## config.mk

```make
export PLATFORM = sky130hd
export DESIGN_NAME = sorted_max_priority_queue
export DESIGN_NICKNAME = d
export VERILOG_FILES = /design/src/rtl/core/smpq_pkg.sv /design/src/rtl/core/smpq_cell.sv /design/src/rtl/core/smpq_out_buf.sv /design/src/rtl/core/sorted_max_priority_queue.sv
export SDC_FILE = /design/constraint.sdc
export NUM_CORES = 2
export LEC_CHECK = 0
export BUFFER_PORTS_ARGS = -buffer_cell sky130_fd_sc_hd__buf_2
export CAP_MARGIN = 10
export CORE_ASPECT_RATIO = 1.2
export CORE_MARGIN = 2
export CORE_UTILIZATION = 45
export DETAILED_ROUTE_END_ITERATION = 7
export PLACE_DENSITY = 0.63
export SYNTH_ARGS = -nofsm -noshare
export SYNTH_HDL_FRONTEND = slang
export SYNTH_SLANG_ARGS = --single-unit
```

## constraint.sdc

```tcl
create_clock -name clk -period 5.85 [get_ports clk]
set_clock_uncertainty 0.05 [all_clocks]
set_input_delay 1.17 -clock clk [delete_from_list [all_inputs] [get_ports clk]]
set_output_delay 1.17 -clock clk [all_outputs]
set_load 0.01 [all_outputs]
```

## src/rtl/core/smpq_pkg.sv

```systemverilog
// Shared constants and types for the sorted max priority queue.
`default_nettype none

package smpq_pkg;

    localparam int DEPTH      = 16;
    localparam int DATA_WIDTH = 32;
    localparam int CNT_W      = $clog2(DEPTH + 1);

    // result word: top_value, top_valid, entry_count, is_empty, is_full, status
    localparam int RES_W = DATA_WIDTH + 1 + CNT_W + 1 + 1 + 2;

    localparam logic [1:0] MODE_ENQ = 2'd0;
    localparam logic [1:0] MODE_DEQ = 2'd1;
    localparam logic [1:0] MODE_CLR = 2'd2;

    localparam logic [1:0] ST_OK    = 2'd0;
    localparam logic [1:0] ST_FULL  = 2'd1;
    localparam logic [1:0] ST_EMPTY = 2'd2;

    // broadcast from the top level to every cell
    typedef struct packed {
        logic                  do_enq;
        logic                  do_deq;
        logic [DATA_WIDTH-1:0] value;
    } smpq_ctl_t;

endpackage

`default_nettype wire

```

## src/rtl/core/smpq_cell.sv

```systemverilog
// One storage cell of the sorted chain: keeps, takes the new value or shifts.
`default_nettype none

module smpq_cell (
    input  wire logic                          clk,
    input  wire smpq_pkg::smpq_ctl_t           ctl,
    input  wire logic                          occ,        // cell holds a live entry
    input  wire logic [smpq_pkg::DATA_WIDTH-1:0] prev_entry,
    input  wire logic                          prev_keep,
    input  wire logic [smpq_pkg::DATA_WIDTH-1:0] next_entry,
    output logic      [smpq_pkg::DATA_WIDTH-1:0] entry,
    output logic                               keep,
    output logic      [smpq_pkg::DATA_WIDTH-1:0] entry_next
);
    import smpq_pkg::*;

    logic [DATA_WIDTH-1:0] entry_reg;

    // equal entries stay ahead of the new value
    assign keep  = occ && (entry_reg >= ctl.value);
    assign entry = entry_reg;

    always_comb
    begin
        priority if (ctl.do_enq)
        begin
            if (keep)
                entry_next = entry_reg;
            else if (prev_keep)
                entry_next = ctl.value;
            else
                entry_next = prev_entry;
        end
        else if (ctl.do_deq)
        begin
            entry_next = next_entry;
        end
        else
        begin
            entry_next = entry_reg;
        end
    end

    always_ff @(posedge clk)
    begin
        entry_reg <= entry_next;
    end

endmodule

`default_nettype wire

```

## src/rtl/core/smpq_out_buf.sv

```systemverilog
// Two-entry result buffer between the queue and the master-side stream.
`default_nettype none

module smpq_out_buf (
    input  wire logic                       clk,
    input  wire logic                       rst_n,
    input  wire logic                       push,
    input  wire logic [smpq_pkg::RES_W-1:0] push_data,
    output logic                            has_room,
    output logic                            out_valid,
    input  wire logic                       out_ready,
    output logic      [smpq_pkg::RES_W-1:0] out_data
);
    import smpq_pkg::*;

    logic [1:0]       cnt_reg, cnt_next;
    logic [RES_W-1:0] data0_reg, data0_next;
    logic [RES_W-1:0] data1_reg, data1_next;
    logic             pop;

    assign pop       = (cnt_reg != 2'd0) && out_ready;
    assign has_room  = (cnt_reg != 2'd2);
    assign out_valid = (cnt_reg != 2'd0);
    assign out_data  = data0_reg;

    always_comb
    begin
        cnt_next   = cnt_reg;
        data0_next = data0_reg;
        data1_next = data1_reg;
        unique case ({push, pop})
            2'b10:
            begin
                if (cnt_reg == 2'd0)
                    data0_next = push_data;
                else
                    data1_next = push_data;
                cnt_next = cnt_reg + 2'd1;
            end
            2'b01:
            begin
                data0_next = data1_reg;
                cnt_next   = cnt_reg - 2'd1;
            end
            2'b11:
            begin
                if (cnt_reg == 2'd1)
                begin
                    data0_next = push_data;
                end
                else
                begin
                    data0_next = data1_reg;
                    data1_next = push_data;
                end
            end
            default:
            begin
                cnt_next = cnt_reg;
            end
        endcase
    end

    always_ff @(posedge clk or negedge rst_n)
    begin
        if (!rst_n)
            cnt_reg <= 2'd0;
        else
            cnt_reg <= cnt_next;
    end

    always_ff @(posedge clk)
    begin
        data0_reg <= data0_next;
        data1_reg <= data1_next;
    end

endmodule

`default_nettype wire

```

## src/rtl/core/sorted_max_priority_queue.sv

```systemverilog
// Top level of the sorted max priority queue: cell chain, count and result path.
`default_nettype none

// Holds up to DEPTH unsigned values in descending order in a row of cells,
// the largest in cell 0. Each transaction on the slave side is one operation
// (enqueue, dequeue, clear) and yields one result on the master side that
// describes the queue after the operation. All cells compare against the
// broadcast value and shift toward or away from the head in the same cycle,
// so the whole row is updated together; a new transaction can be taken in
// every cycle while the two-entry result buffer has room. Enqueue on a full
// queue and dequeue on an empty one leave the queue unchanged and are
// flagged in status. Results are registered in the output buffer.
module sorted_max_priority_queue (
    input  wire logic        clk,
    input  wire logic        rst_n,
    input  wire logic        s_tvalid,
    output logic             s_tready,
    input  wire logic [39:0] s_tdata,   // mode[1:0], value[33:2], zero pad
    output logic             m_tvalid,
    input  wire logic        m_tready,
    output logic      [47:0] m_tdata    // top_value[31:0], top_valid[32],
                                        // entry_count[37:33], is_empty[38],
                                        // is_full[39], status[41:40], zero pad
);
    import smpq_pkg::*;

    logic                  accept;
    logic [1:0]            mode;
    logic [DATA_WIDTH-1:0] value;
    logic [CNT_W-1:0]      count_reg, count_next;
    logic                  enq_ok, deq_ok;
    logic [1:0]            status;
    smpq_ctl_t             ctl;
    logic                  buf_room;
    logic [RES_W-1:0]      res;
    logic [RES_W-1:0]      res_out;
    logic [DATA_WIDTH-1:0] top_value;

    logic [DATA_WIDTH-1:0] entry    [DEPTH];
    logic [DATA_WIDTH-1:0] entry_nx [DEPTH];
    logic                  keep     [DEPTH];
    logic                  occ      [DEPTH];

    assign s_tready = buf_room;
    assign accept   = s_tvalid && s_tready;
    assign mode     = s_tdata[1:0];
    assign value    = s_tdata[2 +: DATA_WIDTH];

    assign enq_ok = accept && (mode == MODE_ENQ) && (count_reg != CNT_W'(DEPTH));
    assign deq_ok = accept && (mode == MODE_DEQ) && (count_reg != '0);

    assign ctl.do_enq = enq_ok;
    assign ctl.do_deq = deq_ok;
    assign ctl.value  = value;

    always_comb
    begin
        status = ST_OK;
        if (mode == MODE_ENQ && count_reg == CNT_W'(DEPTH))
            status = ST_FULL;
        else if (mode == MODE_DEQ && count_reg == '0)
            status = ST_EMPTY;
    end

    always_comb
    begin
        count_next = count_reg;
        priority if (enq_ok)
            count_next = count_reg + CNT_W'(1);
        else if (deq_ok)
            count_next = count_reg - CNT_W'(1);
        else if (accept && mode == MODE_CLR)
            count_next = '0;
        else
            count_next = count_reg;
    end

    always_ff @(posedge clk or negedge rst_n)
    begin
        if (!rst_n)
            count_reg <= '0;
        else
            count_reg <= count_next;
    end

    for (genvar i = 0; i < DEPTH; i++)
    begin : g_cell
        logic [DATA_WIDTH-1:0] prev_e;
        logic                  prev_k;
        logic [DATA_WIDTH-1:0] next_e;

        assign occ[i] = CNT_W'(i) < count_reg;

        if (i == 0)
        begin : g_head
            assign prev_e = value;
            assign prev_k = 1'b1;   // head takes the value unless it stays
        end
        else
        begin : g_body
            assign prev_e = entry[i-1];
            assign prev_k = keep[i-1];
        end

        if (i == DEPTH - 1)
        begin : g_tail
            assign next_e = entry[i];
        end
        else
        begin : g_mid
            assign next_e = entry[i+1];
        end

        smpq_cell u_cell (
            .clk        (clk),
            .ctl        (ctl),
            .occ        (occ[i]),
            .prev_entry (prev_e),
            .prev_keep  (prev_k),
            .next_entry (next_e),
            .entry      (entry[i]),
            .keep       (keep[i]),
            .entry_next (entry_nx[i])
        );
    end

    assign top_value = (count_next != '0) ? entry_nx[0] : '0;

    assign res = {status,
                  count_next == CNT_W'(DEPTH),
                  count_next == '0,
                  count_next,
                  count_next != '0,
                  top_value};

    smpq_out_buf u_out_buf (
        .clk       (clk),
        .rst_n     (rst_n),
        .push      (accept),
        .push_data (res),
        .has_room  (buf_room),
        .out_valid (m_tvalid),
        .out_ready (m_tready),
        .out_data  (res_out)
    );

    assign m_tdata = {{(48 - RES_W){1'b0}}, res_out};

endmodule

`default_nettype wire
```

# [Word level (Yosys, flattened, before mapping)]
# Index checks and enable logic that the tools add are counted.
[op_classes] add_sub_neg=4 order_cmp=32 n_eq_ne=27 n_mux=73 bitwise=1 reduce_logical=53
[ops] operator="two-way mux 32 bit" n=61
[ops] operator=">= comparator 32 bit" n=16
[ops] operator="two-way mux 42 bit" n=4
[ops] operator="case mux 42 bit (3 select lines)" n=1
[ops] operator="case mux 42 bit (2 select lines)" n=1
[ops] operator="< comparator 4 x 5 -> 1 bit (first input constant)" n=8
[ops] operator="inequality test 2 bit (second input constant)" n=17
[ops] operator="AND reduction 2 bit" n=16
[ops] operator="logical AND 1 bit" n=25
[ops] operator="< comparator 3 x 5 -> 1 bit (first input constant)" n=4
[ops] operator="two-way mux 5 bit" n=3
[ops] operator="equality test 5 bit (second input constant)" n=2
[ops] operator="logical NOT 5 bit" n=2
[ops] operator="< comparator 1 x 5 -> 1 bit (first input constant)" n=2
[ops] operator="< comparator 2 x 5 -> 1 bit (first input constant)" n=2
[ops] operator="nonzero test 5 bit" n=2
[ops] operator="nonzero test 2 bit" n=4
[ops] operator="equality test 2 x 1 -> 1 bit (second input constant)" n=3
[ops] operator="equality test 2 bit (second input constant)" n=3
[ops] operator="adder 5 x 1 -> 5 bit (second input constant)" n=1
[ops] operator="inequality test 5 bit (second input constant)" n=1
[ops] operator="subtractor 5 x 1 -> 5 bit (second input constant)" n=1
[ops] operator="logical NOT 2 bit" n=2
[ops] operator="two-way mux 2 bit" n=2
[ops] operator="other kinds (7)" n=7
[word_totals] regBits=603 out_inout_bits=50

# [Longest topological paths before layout]
[depth] ltp_word=10 depth_mapped=13

# [By module]
# A second synthesis with hierarchy kept.
[hier_totals] hier_cells=6339 hier_area_um2=53560.1
[by_module_without_submodules] module="smpq_cell" instances=16 cells_per_inst=369 area_each_um2=3012.9 seq_area_each_um2=640.6
[by_module_without_submodules] module="smpq_out_buf" instances=1 cells_per_inst=256 area_each_um2=4191.5 seq_area_each_um2=2572.5
[by_module_without_submodules] module="sorted_max_priority_queue" instances=1 cells_per_inst=179 area_each_um2=1162.4 seq_area_each_um2=125.1

# [Least setup slack after synthesis]
# OpenSTA, ideal clock, no wires.
[synth_path] path_kind="input-to-reg" start="in s_tdata[9]" end="reg g_cell[7].u_cell.entry_reg[0], enable pin" t_arrival_ps=5743 required_ps=5334 slack_ps=-409 cell_stages=11 n_path_buf=2 cell_sequence="clkbuf_1 > inv_1 > ha_1 > a21oi_1 > nand2_1 > a2111oi_0 > a21oi_1 > nor4_1 > o22ai_1 > buf_2 > o21ai_0"
[synth_between] elab_chain_cells=4
[synth_rtl] element="start: declaration" line="sorted_max_priority_queue.sv:18" text="input wire logic [39:0] s_tdata,"
[synth_rtl] element=">= comparator 32 bit" line="smpq_cell.sv:20" text="assign keep = occ && (entry_reg >= ctl.value);"
[synth_rtl] element="logical AND 1 bit" line="smpq_cell.sv:20"
[synth_rtl] element="inequality test 2 bit (no line)"
[synth_rtl] element="AND reduction 2 bit (no line)"
[synth_rtl] element="end signal: assignment" line="smpq_cell.sv:46" text="entry_reg <= entry_next;"
[synth_rtl] element="end: declaration" line="smpq_cell.sv:17" text="logic [DATA_WIDTH-1:0] entry_reg;"
# Every way passes these cells.
# A chain may end at the register's enable or synchronous reset.

==> run_results.csv <==
group,metric,value,unit
synth,synthFlopType,"edfxtp_1",
timing,min_period_over_period,75.24,%
setup_path,cp.required,6.19,ns
place,hpwl,99.02,mm
synth,avgSynthCellArea,10.01,sq um
job,cap_violations,0,
power_and_ir_drop,comb_power_share,38.6,%
timing,drv_slew,0,
clock_tree,path_clk_slew,0.07,ns
setup_path,worstPathArrival,4.74,ns
timing,timing.hold.ws,0.2935,ns
global_routing,grt_pass1_wl,201.0,mm
min_path,hp-class,"in2async",
global_routing,grt_max_degree,176,
detailed_routing,routedWlPerCell,23.40,um
clock_tree,cts_setup_buffers,0,
detailed_routing,finalWirelength,130.2,mm
power_and_ir_drop,p_leak,18.75,nW
detailed_routing,drc,0,
power_and_ir_drop,ir_drop,557.3,uV
power_and_ir_drop,total_power,17.96,mW
clock_tree,cts_max_path_buffers,3,
global_routing,grt_usage,26.27,%
setup_path,critPathLaunch,"s_tdata[19]",
cells_and_area,nets,4821,
clock_tree,cts_resized,0,
detailed_routing,ant_nets,0,
timing,relSlewSlack,28.70,%
power_and_ir_drop,p_int,11.18,mW
global_routing,antenna_found_initial,4,
global_routing,grt_pass1_vias,34267,
floorplan,dieWidth,284.9,um
synth,synth_edf_count,564,
status,status,"complete, no violations",
clock_tree,clock_latency,0.67,ns
setup_path,rrSetupSlack,1.88,ns
cells_and_area,largest_register_ffs,512,
setup_path,worstSetupPathType,"in2reg",
synth,synth-seq-area-share,41.67,%
synth,yosysUniqueCellTypes,81,
detailed_routing,via_per_inst,6.276,
synth,synth-seq-cells,603,
power_and_ir_drop,switchingPower,6.777,mW
synth,async_flop_share,1.161,%
power_and_ir_drop,swShare,37.73,%
setup_path,end_kind,"register",
timing,hold_viol_final,0,
clock_tree,cts-root-buf,"clkbuf_16",
timing,fin_crit,4.401,ns
setup_path,crit_path_start_kind,"input pin",
place,gp_congestion,0.8871,
floorplan,die-area,97160,sq um
place,portBuffers,81,
power_and_ir_drop,seqPwrFrac,38.6,%
synth,synth_warnings,0,
synth,synth_area,42600,sq um
timing,tns,0,ns
global_routing,gr-total-overflow,0,
floorplan,rows,123,
synth,synth.area.top_cells,"edfxtp_1, ha_1, mux2i_1",
detailed_routing,firstDrtPassIters,6,
floorplan,io_pins,94,
power_and_ir_drop,p_clk_share,22.8,%
clock_tree,hold_buffers,0,
timing,max_freq,227.2,MHz
setup_path,reg2reg_depth,11,
detailed_routing,vias,34912,
clock_tree,cts_tree,"built",
setup_path,setup.worst_path.end,"g_cell[9].u_cell.entry[18]$_DFFE_PP_",
synth,syn_inst,4257,
detailed_routing,initialDrtViolationCount,3341,
cells_and_area,nFillCells,8560,
cells_and_area,syn2layout_area_growth,10.39,%
synth,yosys.area.top_type,"edfxtp_1",
setup_path,r2r_start,"count_reg[0]$_DFF_PN0_",
power_and_ir_drop,power_density,381.9,nW/um^2
synth,synth_top_area_share,39.75,%
setup_path,critPathMaxFanout,24,
clock_tree,htreeDepth,2,
timing,rsz0062_at_grt,"false",
timing,setup_viol,0,
floorplan,core,93720,sq um
cells_and_area,drive_above_1_share,11.67,%
clock_tree,cts.sinks,603,
floorplan,start_util,45.46,%
timing,tightest_slew,1.067,ns
setup_path,rr_endpoint,"u_out_buf.out_data[1]$_DFFE_PP_",
floorplan,dieHeight,341.1,um
clock_tree,cts_inserted_buffers,61,
[cells in the mapped netlist (22+ instances only)]
cell type    n
a211oi_1    73
buf_1       25
o22a_1      31
clkbuf_1   194
a21o_1     128
inv_1       62
a2bb2oi_1   34
o211ai_1   175
o221a_2     63
a31oi_1    101
mux2_2      22
o21ai_0    286
nor2_1     329
a31o_2      32
edfxtp_1   564
nand2_1    400
nand4_1    112
ha_1       521
a21oi_1    311
nand3_1    188
mux2i_1    199
buf_2       70
a22o_1      33
and2_1      35
dfxtp_1     32
[worst min-delay path by stage]
stage	slack, ns	endpoint
after global placement	0.44	u_out_buf.cnt_reg[0]$_DFFE_PN0P_
after detailed placement	0.44	u_out_buf.cnt_reg[0]$_DFFE_PN0P_
after CTS	0.28	count_reg[0]$_DFF_PN0_
after floorplan	0.42	u_out_buf.cnt_reg[0]$_DFFE_PN0P_
final	0.29	count_reg[2]$_DFF_PN0_
after global routing	0.30	u_out_buf.cnt_reg[1]$_DFFE_PN0P_
[critical path: stages]
cell      delay, ns
buf_2          0.10
inv_1          0.47
buf_4          0.29
ha_1           0.27
a211oi_1       0.21
o21bai_1       0.12
a211oi_1       0.25
o21ai_0        0.43
a22o_1         0.43
nor2_4         0.39
buf_12         0.26
mux2i_1        0.22
a21oi_1        0.08
[cell families (layout without fill, tap and decap cells)]
family | after synthesis | count (layout) | share of synthesized area, %
fa+ha+maj | 521 | 521 | 15.30
mux | 231 | 231 | 5.521
flops | 603 | 603 | 41.67
simple gates | 1157 | 1157 | 12.26
buf+inv | 376 | 423 | 3.800
xor+xnor | 2 | 2 | 0.04112
other cells | 1 | 10 | 0.008802
compound gates | 1366 | 1366 | 21.40
[final cells by class]
| class | count | area, sq um | area share, % |
|---|---|---|---|
| antenna | 4 | 10.01 | 0.02129 |
| clock buffer | 76 | 1665 | 3.541 |
| clock inverter | 40 | 355.3 | 0.7556 |
| inverter | 65 | 244.0 | 0.5188 |
| multi-input combinational | 3283 | 23520 | 50.02 |
| sequential | 603 | 17750 | 37.75 |
| tap | 1250 | 1564 | 3.326 |
| timing repair buffer | 242 | 1914 | 4.071 |
[layout by cell type (no fill, tap or decap), drive strengths merged, types with 18 or more instances in the layout]
master	n
a211oi	74
nor2b	18
nand3	189
nand2	400
dfxtp	32
a21oi	311
o21ai	288
and2	35
ha	521
mux2i	199
inv	65
a22o	33
mux2	32
o221a	63
a2bb2oi	34
nor3	21
a21o	128
buf	242
a31oi	102
nor2	330
edfxtp	564
clkbuf	76
o22a	32
clkinv	29
o211ai	175
a31o	32
nand4	112
[power by group through the flow]
stage	clock network [mW]	registers [mW]	logic, mW
floorplan	0	6.83	4.80
global placement	0	6.98	6.69
detailed placement	0	6.99	6.87
CTS	4.15	6.91	6.92
global route	4.30	7.04	7.68
finish	4.10	6.94	6.93
[metrics by stage]
stage / cells / utilization [%] / setup slack [ns] / area [sq um]
finish: 5563 / 50.18 / 1.449 / 47030
global route: 5562 / 50.17 / 1.305 / 47020
CTS: 5559 / 50.16 / 1.521 / 47020
detailed placement: 5443 / 48.01 / 0.8594 / 45000
global placement: 5443 / 48.01 / 0.9219 / 45000
floorplan: 4262 / - / 0.4600 / 42630
[layer usage]
metal	track usage (%)	part of all wire, %	vias to the layer above
li1	-	-	16487
met1	35.72	43	16940
met2	43.25	47	1312
met3	2.741	6.4	173
met4	9.890	3.9	0
met5	0	0	-
(Power assumes the default switching activity.)
